**config.mk**
```make
export PLATFORM = sky130hd
export DESIGN_NAME = annexb_access_unit_splitter_core
export DESIGN_NICKNAME = d
export VERILOG_FILES = /design/src/aus_pkg.sv /design/src/aus_front.sv /design/src/aus_queue.sv /design/src/aus_back.sv /design/src/annexb_access_unit_splitter_core.sv
export SDC_FILE = /design/constraint.sdc
export NUM_CORES = 1
export LEC_CHECK = 0
export ABC_AREA = 1
export BUFFER_PORTS_ARGS = -buffer_cell sky130_fd_sc_hd__clkbuf_2
export CORE_MARGIN = 2
export CORE_UTILIZATION = 40
export CTS_BUF_LIST = sky130_fd_sc_hd__clkbuf_2
export CTS_CLUSTER_SIZE = 8
export DETAILED_ROUTE_END_ITERATION = 8
export GPL_ROUTABILITY_DRIVEN = 0
export PLACE_DENSITY_LB_ADDON = 0.08
export SLEW_MARGIN = 20
export SYNTH_ARGS = -nofsm -noshare
export SYNTH_HDL_FRONTEND = slang
export SYNTH_SLANG_ARGS = --single-unit
```
**constraint.sdc**
```tcl
create_clock -name clk_i -period 11.3 [get_ports clk_i]
set_input_delay 0.565 -clock clk_i [delete_from_list [all_inputs] [get_ports clk_i]]
set_output_delay 0.565 -clock clk_i [all_outputs]
set_load 0.1 [all_outputs]
```
**src/aus_pkg.sv**
```systemverilog
`timescale 1ns / 1ps
// ----------------------------------------------------------------------------
// aus_pkg
// Shared types and constants of the Annex B access unit splitter.
// ----------------------------------------------------------------------------
package aus_pkg;

  localparam int unsigned POSITION_BITS_DEF = 32;
  localparam int unsigned QUEUE_DEPTH_DEF   = 4;

  localparam logic [15:0] MAX_RANGES_RESET = 16'hFFFF;

  localparam logic [4:0] NAL_TYPE_MASK  = 5'h1F;
  localparam logic [4:0] NAL_TYPE_SLICE = 5'd1;
  localparam logic [4:0] NAL_TYPE_IDR   = 5'd5;
  localparam logic [7:0] START_CODE_ONE = 8'h01;
  localparam logic [7:0] ZERO_BYTE      = 8'h00;
  localparam logic [1:0] ZERO_RUN_FULL  = 2'd2;
  localparam int unsigned START_CODE_LEN = 3;

  // One result item of the output stream.
  typedef struct packed {
    logic [31:0] unit_offset;
    logic [31:0] unit_length;
    logic        has_range;
    logic        stream_done;
  } aus_result_t;

  // Everything one input byte causes: one result, or two when a picture
  // header on the final byte closes a unit just before end of stream.
  typedef struct packed {
    aus_result_t first;
    aus_result_t second;
    logic        has_second;
  } aus_event_t;

endpackage

```
**src/aus_front.sv**
```systemverilog
`timescale 1ns / 1ps
// ----------------------------------------------------------------------------
// aus_front
// Byte classifier: start code search, NAL header decode, unit tracking.
// ----------------------------------------------------------------------------
module aus_front
  import aus_pkg::*;
#(
  parameter int unsigned POSITION_BITS = POSITION_BITS_DEF
) (
  input  logic        clk_i,
  input  logic        rst_ni,
  input  logic        in_valid_i,
  output logic        in_ready_o,
  input  logic [7:0]  stream_byte_i,
  input  logic        end_of_stream_i,
  input  logic [15:0] max_ranges_i,
  output logic        ev_valid_o,
  input  logic        ev_ready_i,
  output aus_event_t  ev_o
);

  localparam int unsigned PB = POSITION_BITS;

  logic [PB-1:0] pos_q, pos_d;
  logic [1:0]    zero_run_q, zero_run_d;
  logic          hdr_q, hdr_d;
  logic          started_q, started_d;
  logic [PB-1:0] ustart_q, ustart_d;
  logic          seen_q, seen_d;
  logic [15:0]   ranges_q, ranges_d;

  logic          accept;
  logic [4:0]    nal_type;
  logic          is_pic;
  logic [PB-1:0] sc_pos;
  logic          close_mid;
  logic [15:0]   ranges_mid;
  logic [PB-1:0] ustart_mid;
  logic          is_sc;
  logic          open_unit;
  logic          started_mid;
  logic [PB-1:0] ustart_fin;
  logic [PB-1:0] pos_next;
  logic          emit_last;
  aus_result_t   mid_res;
  aus_result_t   last_res;

  function automatic logic [31:0] to32(input logic [PB-1:0] v);
    logic [63:0] w;
    w = 64'(v);
    return w[31:0];
  endfunction

  always_comb begin
    accept      = in_valid_i && ev_ready_i;
    nal_type    = stream_byte_i[4:0] & NAL_TYPE_MASK;
    is_pic      = hdr_q && (nal_type == NAL_TYPE_SLICE || nal_type == NAL_TYPE_IDR);
    sc_pos      = pos_q - PB'(START_CODE_LEN);
    close_mid   = is_pic && seen_q && (ranges_q < max_ranges_i);
    ranges_mid  = ranges_q + 16'(close_mid);
    ustart_mid  = close_mid ? sc_pos : ustart_q;
    is_sc       = (stream_byte_i == START_CODE_ONE) && (zero_run_q == ZERO_RUN_FULL);
    open_unit   = is_sc && !started_q;
    started_mid = started_q || is_sc;
    ustart_fin  = open_unit ? (pos_q - PB'(START_CODE_LEN - 1)) : ustart_mid;
    pos_next    = pos_q + PB'(1);
    emit_last   = started_mid && (ranges_mid < max_ranges_i);

    mid_res.unit_offset = to32(ustart_q);
    mid_res.unit_length = to32(sc_pos - ustart_q);
    mid_res.has_range   = 1'b1;
    mid_res.stream_done = 1'b0;

    if (emit_last) begin
      last_res.unit_offset = to32(ustart_fin);
      last_res.unit_length = to32(pos_next - ustart_fin);
      last_res.has_range   = 1'b1;
    end else begin
      last_res.unit_offset = '0;
      last_res.unit_length = '0;
      last_res.has_range   = 1'b0;
    end
    last_res.stream_done = 1'b1;

    if (close_mid) begin
      ev_o.first      = mid_res;
      ev_o.second     = last_res;
      ev_o.has_second = end_of_stream_i;
    end else begin
      ev_o.first      = last_res;
      ev_o.second     = last_res;
      ev_o.has_second = 1'b0;
    end
    ev_valid_o = accept && (close_mid || end_of_stream_i);
    in_ready_o = ev_ready_i;

    pos_d      = pos_q;
    zero_run_d = zero_run_q;
    hdr_d      = hdr_q;
    started_d  = started_q;
    ustart_d   = ustart_q;
    seen_d     = seen_q;
    ranges_d   = ranges_q;
    if (accept) begin
      if (end_of_stream_i) begin
        pos_d      = '0;
        zero_run_d = '0;
        hdr_d      = 1'b0;
        started_d  = 1'b0;
        ustart_d   = '0;
        seen_d     = 1'b0;
        ranges_d   = '0;
      end else begin
        pos_d     = pos_next;
        hdr_d     = is_sc;
        started_d = started_mid;
        ustart_d  = ustart_fin;
        seen_d    = seen_q || is_pic;
        ranges_d  = ranges_mid;
        if (stream_byte_i == ZERO_BYTE) begin
          zero_run_d = (zero_run_q == ZERO_RUN_FULL) ? zero_run_q : zero_run_q + 2'd1;
        end else begin
          zero_run_d = '0;
        end
      end
    end
  end

  always_ff @(posedge clk_i or negedge rst_ni) begin
    if (!rst_ni) begin
      pos_q      <= '0;
      zero_run_q <= '0;
      hdr_q      <= 1'b0;
      started_q  <= 1'b0;
      ustart_q   <= '0;
      seen_q     <= 1'b0;
      ranges_q   <= '0;
    end else begin
      pos_q      <= pos_d;
      zero_run_q <= zero_run_d;
      hdr_q      <= hdr_d;
      started_q  <= started_d;
      ustart_q   <= ustart_d;
      seen_q     <= seen_d;
      ranges_q   <= ranges_d;
    end
  end

  // A two-result event is always a mid-stream range followed by the final one.
  assert property (@(posedge clk_i) disable iff (!rst_ni)
    ev_valid_o && ev_o.has_second |->
      !ev_o.first.stream_done && ev_o.second.stream_done)
    else $error("aus_front: malformed two-result event");

  // Header flag only follows a start code.
  assert property (@(posedge clk_i) disable iff (!rst_ni)
    hdr_q |-> started_q && zero_run_q == '0)
    else $error("aus_front: header expected outside a unit");

endmodule

```
**src/aus_queue.sv**
```systemverilog
`timescale 1ns / 1ps
// ----------------------------------------------------------------------------
// aus_queue
// Short event FIFO between the classifier and the output stage.
// ----------------------------------------------------------------------------
module aus_queue
  import aus_pkg::*;
#(
  parameter int unsigned DEPTH = QUEUE_DEPTH_DEF
) (
  input  logic       clk_i,
  input  logic       rst_ni,
  input  logic       push_valid_i,
  output logic       push_ready_o,
  input  aus_event_t push_ev_i,
  output logic       pop_valid_o,
  input  logic       pop_ready_i,
  output aus_event_t pop_ev_o
);

  localparam int unsigned AW = (DEPTH > 1) ? $clog2(DEPTH) : 1;
  localparam int unsigned CW = $clog2(DEPTH + 1);

  aus_event_t    mem_q [DEPTH];
  logic [AW-1:0] wr_ptr_q, wr_ptr_d;
  logic [AW-1:0] rd_ptr_q, rd_ptr_d;
  logic [CW-1:0] count_q, count_d;
  logic          do_push, do_pop;

  function automatic logic [AW-1:0] wrap_inc(input logic [AW-1:0] p);
    return (p == AW'(DEPTH - 1)) ? '0 : p + AW'(1);
  endfunction

  always_comb begin
    push_ready_o = (count_q != CW'(DEPTH));
    pop_valid_o  = (count_q != '0);
    pop_ev_o     = mem_q[rd_ptr_q];
    do_push      = push_valid_i && push_ready_o;
    do_pop       = pop_valid_o && pop_ready_i;
    wr_ptr_d     = do_push ? wrap_inc(wr_ptr_q) : wr_ptr_q;
    rd_ptr_d     = do_pop ? wrap_inc(rd_ptr_q) : rd_ptr_q;
    count_d      = count_q + CW'(do_push) - CW'(do_pop);
  end

  always_ff @(posedge clk_i or negedge rst_ni) begin
    if (!rst_ni) begin
      wr_ptr_q <= '0;
      rd_ptr_q <= '0;
      count_q  <= '0;
    end else begin
      wr_ptr_q <= wr_ptr_d;
      rd_ptr_q <= rd_ptr_d;
      count_q  <= count_d;
    end
  end

  always_ff @(posedge clk_i) begin
    if (do_push) begin
      mem_q[wr_ptr_q] <= push_ev_i;
    end
  end

  assert property (@(posedge clk_i) disable iff (!rst_ni)
    count_q <= CW'(DEPTH))
    else $error("aus_queue: fill count overflow");

endmodule

```
**src/aus_back.sv**
```systemverilog
`timescale 1ns / 1ps
// ----------------------------------------------------------------------------
// aus_back
// Output stage: unpacks events into result transactions, one per cycle while the output is taken.
// ----------------------------------------------------------------------------
module aus_back
  import aus_pkg::*;
(
  input  logic        clk_i,
  input  logic        rst_ni,
  input  logic        pop_valid_i,
  output logic        pop_ready_o,
  input  aus_event_t  pop_ev_i,
  output logic        out_valid_o,
  input  logic        out_ready_i,
  output aus_result_t out_res_o
);

  logic        out_vld_q, out_vld_d;
  aus_result_t out_q, out_d;
  logic        pend_q, pend_d;
  aus_result_t pend_res_q, pend_res_d;
  logic        load;

  always_comb begin
    load        = !out_vld_q || out_ready_i;
    pop_ready_o = load && !pend_q;
    out_vld_d   = out_vld_q;
    out_d       = out_q;
    pend_d      = pend_q;
    pend_res_d  = pend_res_q;
    if (load) begin
      if (pend_q) begin
        // hold the second result of a pair until the first is taken
        out_d     = pend_res_q;
        out_vld_d = 1'b1;
        pend_d    = 1'b0;
      end else if (pop_valid_i) begin
        out_d      = pop_ev_i.first;
        out_vld_d  = 1'b1;
        pend_d     = pop_ev_i.has_second;
        pend_res_d = pop_ev_i.second;
      end else begin
        out_vld_d = 1'b0;
      end
    end
    out_valid_o = out_vld_q;
    out_res_o   = out_q;
  end

  always_ff @(posedge clk_i or negedge rst_ni) begin
    if (!rst_ni) begin
      out_vld_q <= 1'b0;
      pend_q    <= 1'b0;
    end else begin
      out_vld_q <= out_vld_d;
      pend_q    <= pend_d;
    end
  end

  always_ff @(posedge clk_i) begin
    out_q      <= out_d;
    pend_res_q <= pend_res_d;
  end

  // A pending second result exists only behind a shown first one.
  assert property (@(posedge clk_i) disable iff (!rst_ni)
    pend_q |-> out_vld_q && !out_q.stream_done)
    else $error("aus_back: orphaned second result");

  // An empty terminator carries no range and closes the stream.
  assert property (@(posedge clk_i) disable iff (!rst_ni)
    out_vld_q && !out_q.has_range |->
      out_q.unit_offset == '0 && out_q.unit_length == '0 && out_q.stream_done)
    else $error("aus_back: malformed terminator");

endmodule

```
**src/annexb_access_unit_splitter_core.sv**
```systemverilog
`timescale 1ns / 1ps
// ----------------------------------------------------------------------------
// annexb_access_unit_splitter_core
// Splits an H.264 Annex B byte stream into access unit byte ranges.
// ----------------------------------------------------------------------------
// The core takes one stream byte per clock on the slave stream (tlast on the
// final byte of a stream) and reports each access unit as an offset/length
// pair on the master stream. A unit starts at its first 00 00 01 start code;
// it closes when a slice or IDR header arrives while the unit already holds
// one, and at end of stream. Bytes ahead of the first start code are dropped;
// a stream without a start code, or whose last range is over the limit in
// max_ranges, ends in a terminator with tuser low. tlast marks the last result
// of each stream. Input bytes pass through the classifier with no stall of
// their own: tready drops only while the result queue is full, which happens
// when the downstream side holds off. Results leave at one per cycle from the
// output register while the downstream side accepts them; a byte that yields
// two results (a unit closed by a header on the final byte) sends them as two
// transactions, absorbed by the queue. Write max_ranges only between streams.
// Streams must stay shorter than 2^POSITION_BITS bytes.
// ----------------------------------------------------------------------------
module annexb_access_unit_splitter_core
  import aus_pkg::*;
#(
  parameter int unsigned POSITION_BITS = POSITION_BITS_DEF,
  parameter int unsigned QUEUE_DEPTH   = QUEUE_DEPTH_DEF
) (
  input  logic        clk_i,
  input  logic        rst_ni,
  // configuration: max_ranges
  input  logic        cfg_valid_i,
  output logic        cfg_ready_o,
  input  logic [15:0] cfg_data_i,
  // byte stream in
  input  logic        s_axis_tvalid,
  output logic        s_axis_tready,
  input  logic [7:0]  s_axis_tdata,   // [7:0] stream_byte
  input  logic        s_axis_tlast,   // end_of_stream
  // unit ranges out
  output logic        m_axis_tvalid,
  input  logic        m_axis_tready,
  output logic [63:0] m_axis_tdata,   // [31:0] unit_offset, [63:32] unit_length
  output logic        m_axis_tuser,   // has_range
  output logic        m_axis_tlast    // stream_done
);

  logic [15:0] max_ranges_q;
  logic        ev_valid, ev_ready;
  aus_event_t  ev;
  logic        pop_valid, pop_ready;
  aus_event_t  pop_ev;
  aus_result_t res;

  // Take configuration writes at any time; software keeps them between streams.
  assign cfg_ready_o = 1'b1;

  always_ff @(posedge clk_i or negedge rst_ni) begin
    if (!rst_ni) begin
      max_ranges_q <= MAX_RANGES_RESET;
    end else if (cfg_valid_i) begin
      max_ranges_q <= cfg_data_i;
    end
  end

  // Classify each byte and track the open unit.
  aus_front #(
    .POSITION_BITS(POSITION_BITS)
  ) u_front (
    .clk_i          (clk_i),
    .rst_ni         (rst_ni),
    .in_valid_i     (s_axis_tvalid),
    .in_ready_o     (s_axis_tready),
    .stream_byte_i  (s_axis_tdata),
    .end_of_stream_i(s_axis_tlast),
    .max_ranges_i   (max_ranges_q),
    .ev_valid_o     (ev_valid),
    .ev_ready_i     (ev_ready),
    .ev_o           (ev)
  );

  // Decouple classification from output backpressure.
  aus_queue #(
    .DEPTH(QUEUE_DEPTH)
  ) u_queue (
    .clk_i       (clk_i),
    .rst_ni      (rst_ni),
    .push_valid_i(ev_valid),
    .push_ready_o(ev_ready),
    .push_ev_i   (ev),
    .pop_valid_o (pop_valid),
    .pop_ready_i (pop_ready),
    .pop_ev_o    (pop_ev)
  );

  // Drain events one result transaction at a time.
  aus_back u_back (
    .clk_i      (clk_i),
    .rst_ni     (rst_ni),
    .pop_valid_i(pop_valid),
    .pop_ready_o(pop_ready),
    .pop_ev_i   (pop_ev),
    .out_valid_o(m_axis_tvalid),
    .out_ready_i(m_axis_tready),
    .out_res_o  (res)
  );

  assign m_axis_tdata = {res.unit_length, res.unit_offset};
  assign m_axis_tuser = res.has_range;
  assign m_axis_tlast = res.stream_done;

  // Every event from the classifier finds room in the queue.
  assert property (@(posedge clk_i) disable iff (!rst_ni)
    ev_valid |-> ev_ready)
    else $error("core: result event dropped");

endmodule
```
==> impl_metrics.yaml, run 1 <==
cts:
  clock_path_buffers: 3
  clkSlewWorstSetupHoldPaths_ns: 0.08
  clk_latency_ns: 1.51
  tritoncts: "yes"
  cts.sink_count: 769
  cts-root-buf: "clkbuf_2"
  cts_made_buffers: 199
  h-tree-depth: 4
cells_and_area:
  nets: 4023
  drive_gt1_frac: 0.137
  n_fill_cell: 8889
  finalNonFillerCells: 5226
  final_cell_mix: "681 x nor2_1, 659 x edfxtp_1, 429 x nand2_1"
  area_growth_pct: 11.9
  final_common_cell: "nor2_1"
global_route:
  antenna_found_initial: 6
  busiest_layer: "met2"
  grt_pass1_wl_um: 172000
  use_met2: 0.393
  use_met3: 0.0487
  overflow: 0
  met1_usage: 0.328
  first_global_vias: 27500
  grt_max_degree: 126
  grt_use_total: 0.245
synthesis:
  synth-simple-area-share: 0.150
  synth-xor-area-share: 0.0223
  syn-num-nets: 3767
  synth_top_family_by_area: "simple AND/OR/NAND/NOR gates"
  synth_edf_count: 659
  synth_warnings: 0
  avgSynthCellArea_um2: 10.1
  ys_ff_latch: 769
  synth.cell_area_mm2: 0.0368
  synth_compound_area_frac: 0.124
  synth-async-reset-ratio: 0.143
  yosysSeqAreaShare: 0.613
  yosys_most_used_dff: "edfxtp_1"
  synth_adder_area_share: 0.0373
  synth_mux_area_frac: 0.000306
  synthDistinctLibCells: 59
  postSynthCellCount: 3629
timing:
  finClkSkew_ns: 0.128
  fin_crit_ns: 6.45
  setup-violations-final: 0
  min_period_over_period: 0.571
  finalHoldViolations: 0
  tightestPinTransition_ns: 1.07
  fin_ws_ns: 4.85
  slew_viol_final: 0
  max_freq_mhz: 155
  rsz0062_at_grt: "false"
  setup_tns_ns: 0
  slew_headroom: 0.279
detailed_routing:
  first_pass_iters: 6
  vias_per_cell: 5.34
  first_iter_violations: 2337
  ant_nets: 0
  drc: 0
  vias: 27900
  wl_um: 115000
  wl_per_cell_um: 22.0
die:
  dieArea_mm2: 0.0944
  fp.dieW_um: 307
  fp.coreArea_mm2: 0.0914
  pin_count: 99
  die-height_um: 307
  rows: 111
  initial_core_util: 0.403
setup_path:
  critPathKind: "reg2reg"
  end_kind: "register"
  critPathSlowestCell: "buf_4"
  cp_num_buf_inv: 5
  cp-start-kind: "register"
  path_max_fanout: 37
  worstPathRequired_ns: 12.36
  crit_family: "simple AND/OR/NAND/NOR gates"
  cp.arrival_ns: 7.51
  cp_slowest_stage_delay_ns: 0.60
status:
  status: "complete, no violations"
power_and_ir_drop:
  cellPowerDensity_mw_per_mm2: 235
  leakage_nw: 16.5
  ir_drop_v: 0.000150
  p_total_mw: 9.69
place:
  dp_cells: 4780
  dp_hpwl_um: 74500
  dp_slack_ns: 4.88
  numPortBuffers: 97
job:
  maxCapViolCount: 0
hold_path:
  hold_path_class: "in2reg"
==> through the flow <==
step           area, µm²  hold WS [ns]   util
3_5_place_dp       38500         0.475  0.421
3_3_place_gp       38500         0.474  0.421
5_1_grt            41200         0.148  0.451
4_1_cts            41200        0.0278  0.450
2_1_floorplan      36800         0.269      -
6_report           41200         0.236  0.451
==> synthesized netlist by cell type (3+ instances only) <==
| cell type | count | area share |
|---|---|---|
| inv_2 | 9 | 0.00092 |
| nor3_1 | 33 | 0.0045 |
| a21boi_0 | 4 | 0.00082 |
| fa_1 | 3 | 0.0016 |
| nand2_1 | 429 | 0.044 |
| buf_1 | 18 | 0.0018 |
| a22o_1 | 4 | 0.00095 |
| clkbuf_1 | 131 | 0.013 |
| dfrtp_1 | 94 | 0.064 |
| buf_4 | 3 | 0.00061 |
| xor2_1 | 78 | 0.019 |
| o22ai_1 | 133 | 0.023 |
| nor4_1 | 10 | 0.0017 |
| a211oi_1 | 7 | 0.0014 |
| ha_1 | 105 | 0.036 |
| a21o_1 | 4 | 0.00082 |
| buf_2 | 16 | 0.0022 |
| o21ai_2 | 3 | 0.00071 |
| o21ai_0 | 418 | 0.057 |
| a21oi_1 | 108 | 0.015 |
| o31ai_1 | 6 | 0.0012 |
| nand4_2 | 3 | 0.0010 |
| nand3b_1 | 16 | 0.0033 |
| nand2_2 | 10 | 0.0017 |
| dfstp_2 | 16 | 0.011 |
| or2_2 | 8 | 0.0014 |
| a21oi_2 | 3 | 0.00071 |
| inv_1 | 322 | 0.033 |
| nor2_2 | 11 | 0.0019 |
| a31oi_1 | 82 | 0.014 |
| nand4_1 | 30 | 0.0051 |
| nand3_1 | 78 | 0.011 |
| o21ai_1 | 19 | 0.0026 |
| o21a_1 | 4 | 0.00082 |
| xnor2_1 | 14 | 0.0033 |
| nor2_4 | 3 | 0.00092 |
| nor2_1 | 686 | 0.070 |
| o211ai_1 | 11 | 0.0022 |
| a21boi_1 | 3 | 0.00061 |
| nor3_2 | 4 | 0.0011 |
| clkinv_1 | 4 | 0.00041 |
| edfxtp_1 | 659 | 0.54 |
| nand3_2 | 6 | 0.0016 |
==> cell families after synthesis <==
kind of cell    after synthesis
simple gates               1332
mux                           1
xor+xnor                     93
compound gates              821
flops                       769
buf+inv                     504
fa+ha+maj                   108
other cells                   1
==> worst reg2reg max path: cells and delay by family, from the launching register on <==
kind,cells,cell delay [ns]
flip-flops,1,0.52
buffers and inverters,5,1.33
adder cells (fa/ha/maj),3,0.85
XOR/XNOR,1,0.20
AND/OR/NAND/NOR,18,2.64
AO/OA/AOI/OAI,3,0.48
==> report_power, final <==
| part | internal (mW) | switching, mW |
|---|---|---|
| combinational | 0.864 | 3.10 |
| clock | 0.739 | 1.15 |
| sequential | 3.68 | 0.166 |
==> flip-flops by register name (all words and copies together) (netlist names), 2 cells and up <==
signal              count
u_front.ranges_q       16
max_ranges_q           16
u_front.zero_run_q      2
u_front.ustart_q       32
u_queue.wr_ptr_q        2
u_queue.rd_ptr_q        2
u_back.out_res_o       66
u_queue.mem_q         528
u_front.pos_q          32
u_queue.count_q         3
u_back.pend_res_q      65
==> area by class of cell <==
class	count	area, µm²	share of cell area
flip-flops and latches	769	22600	0.548
multi-input cells	2356	12400	0.300
repair buffers	224	1720	0.0418
clock buffers	305	1530	0.0371
well taps	1186	1480	0.0360
inverters	335	1270	0.0308
clock inverters	47	238	0.00577
diodes	4	10.0	0.000243
==> layer usage <==
| layer | wire length (µm) | part of all wire |
|---|---|---|
| met1 | 50700 | 0.44 |
| met2 | 53200 | 0.46 |
| met3 | 7070 | 0.062 |
| met4 | 3790 | 0.033 |
| met5 | 27 | 0.00024 |
==> path summary, 6_finish.rpt <==
kind	start	to	slack, ns	cells past startpoint
setup / recovery	max_ranges_q[5]	u_queue.mem_q[3][115]	4.85	30
hold / removal	cfg_valid_i	max_ranges_q[2]	0.24	3
setup reg to reg	max_ranges_q[5]	u_queue.mem_q[3][115]	4.85	30
hold reg to reg	u_front.hdr_q	u_front.hdr_q	0.54	2
max in group asynchronous	rst_ni	u_queue.rd_ptr_q[0]	10.19	4
min in group asynchronous	rst_ni	max_ranges_q[5]	0.28	3
==> what timing repair did <==
item                      4_1_cts  5_1_grt
hold buffers                   90        0
hold endpoints to repair      229        0
gates resized for setup         0        0
buffers inserted                0        0
(Power assumes the default switching activity.)
==> run 2: changes to the inputs <==
==> constraint.sdc (replaced) <==
create_clock -name clk_i -period 6.55 [get_ports clk_i]
set_input_delay 0.3275 -clock clk_i [delete_from_list [all_inputs] [get_ports clk_i]]
set_output_delay 0.3275 -clock clk_i [all_outputs]
set_load 0.1 [all_outputs]
==> impl_metrics.yaml, run 2 (synthesized netlist as in run 1, its figures left out) <==
status:
  status: "complete, no violations"
setup_path:
  cp_slowest_stage_delay_ns: 0.68
  r2r_start: "max_ranges_q[15]"
  cp.arrival_ns: 6.86
  cp-start-kind: "register"
  end_kind: "register"
  critPathSlowestCell: "buf_4"
  ff2ff_path_depth: 27
  path_max_fanout: 47
  reg2reg_to: "u_queue.mem_q[1][111]"
  worstPathRequired_ns: 7.58
  rrSetupSlack_ns: 0.72
  critPathKind: "reg2reg"
timing:
  min_period_over_period: 0.891
  fin_crit_ns: 5.83
  tightestPinTransition_ns: 1.05
  max_freq_mhz: 171
  slew_headroom: 0.297
  rsz0062_at_grt: "false"
  finalHoldViolations: 0
  finClkSkew_ns: 0.137
  slew_viol_final: 0
  setup-violations-final: 0
cts:
  clock_path_buffers: 3
  clkSlewWorstSetupHoldPaths_ns: 0.09
  cts_made_buffers: 203
  cts-root-buf: "clkbuf_2"
  clk_latency_ns: 1.49
  ctsResizeCount: 0
  h-tree-depth: 4
  tritoncts: "yes"
  cts.sink_count: 769
cells_and_area:
  multi_input_area_mm2: 0.0123
  area_growth_pct: 12.8
  finalNonFillerCells: 5266
  nets: 4050
  largest_register: "u_queue.mem_q"
  final_common_cell: "nor2_1"
  largest_reg_flops: 528
  drive_gt1_frac: 0.140
  final_cell_mix: "681 x nor2_1, 659 x edfxtp_1, 429 x nand2_1"
  n_fill_cell: 8991
  register_area_mm2: 0.0226
hold_path:
  min_to: "u_front.ustart_q[26]"
  holdCritStartpoint: "s_axis_tdata[1]"
  hold_path_class: "in2reg"
  hold_depth: 9
detailed_routing:
  wl_per_cell_um: 22.2
  vias_per_cell: 5.35
  wl_um: 117000
  first_iter_violations: 2450
  first_pass_iters: 6
  drc: 0
  ant_nets: 0
  vias: 28200
die:
  pin_count: 99
  rows: 111
  fp.dieW_um: 307
  die-height_um: 307
  dieArea_mm2: 0.0944
  fp.coreArea_mm2: 0.0914
  initial_core_util: 0.403
global_route:
  grt_max_degree: 106
  first_global_vias: 27900
  antenna_found_initial: 6
  overflow: 0
  grt_pass1_wl_um: 175000
  grt_use_total: 0.250
power_and_ir_drop:
  leakage_nw: 16.6
  cellPowerDensity_mw_per_mm2: 407
  ir_drop_v: 0.000310
  p_total_mw: 16.9
job:
  maxCapViolCount: 0
place:
  dp_hpwl_um: 77100
  numPortBuffers: 97
  dp_cells: 4799
[run 2: cell types whose count changed in the layout (fill, tap and decap cells not counted), moves of 2 or more]
| cell | change |
|---|---|
| diode_2 | +2 |
| o21ai_0 | +4 |
| o21ai_1 | -4 |
| buf_12 | +5 |
| buf_4 | +14 |
| inv_2 | -3 |
| clkinv_1 | +15 |
| clkinv_4 | +3 |
| dlygate4sd3_1 | +4 |
[run 2: power by group]
| part | internal (mW) | switching (mW) |
|---|---|---|
| logic | 1.51 | 5.41 |
| clock network | 1.30 | 2.03 |
| registers | 6.34 | 0.294 |
[run 2: worst max-delay path, delay by kind of cell (launching register included)]
family / cells / cell delay [ns]
xor+xnor: 1 / 0.20
fa+ha+maj: 3 / 0.75
buf+inv: 4 / 0.86
simple gates: 16 / 2.50
flops: 1 / 0.52
compound gates: 3 / 0.54
[run 2: timing repair]
item | CTS | global route
hold buffers | 94 | 0
hold endpoints to repair | 839 | 0
setup buffers | 0 | 0
[run 2: how the worst max path moves through the flow]
stage | from | to | slack [ns] | cells past startpoint
2_1_floorplan | max_ranges_q[15] | u_queue.mem_q[0][0] | -1.51 | 10
3_3_place_gp | max_ranges_q[9] | u_queue.mem_q[0][130] | 0.83 | 29
3_5_place_dp | max_ranges_q[9] | u_queue.mem_q[0][106] | 0.72 | 29
4_1_cts | max_ranges_q[5] | u_queue.mem_q[0][132] | 0.69 | 29
5_1_grt | max_ranges_q[5] | u_queue.mem_q[3][116] | 0.05 | 29
6_report | max_ranges_q[15] | u_queue.mem_q[1][111] | 0.72 | 27
[run 2: metal layers]
layer / wire, µm / GRT usage / share of wire / up-vias
met2: 54500 / 0.401 / 0.47 / 1022
met5: 13 / 0 / 0.00011 / -
met1: 51400 / 0.333 / 0.44 / 13600
li1: - / - / - / 13300
met4: 3900 / 0.103 / 0.033 / 2
met3: 7280 / 0.0477 / 0.062 / 199
[run 2: final cells by class]
| cell class | count | area share |
|---|---|---|
| flip-flops and latches | 769 | 0.544 |
| multi-input cells | 2356 | 0.298 |
| repair buffers | 247 | 0.0474 |
| clock buffers | 305 | 0.0368 |
| well taps | 1186 | 0.0358 |
| inverters | 335 | 0.0306 |
| clock inverters | 62 | 0.00745 |
| diodes | 6 | 0.000362 |
[run 2: per-stage QoR]
step / setup slack, ns / TNS, ns / util / hold WS, ns / area, µm²
global route: 0.0477 / 0 / 0.454 / 0.184 / 41500
CTS: 0.686 / 0 / 0.454 / 0.0422 / 41500
finish: 0.717 / 0 / 0.454 / 0.307 / 41500
global placement: 0.830 / 0 / 0.423 / 0.466 / 38700
detailed placement: 0.719 / 0 / 0.423 / 0.487 / 38700
floorplan: -1.51 / -797.26 / - / 0.0319 / 36800
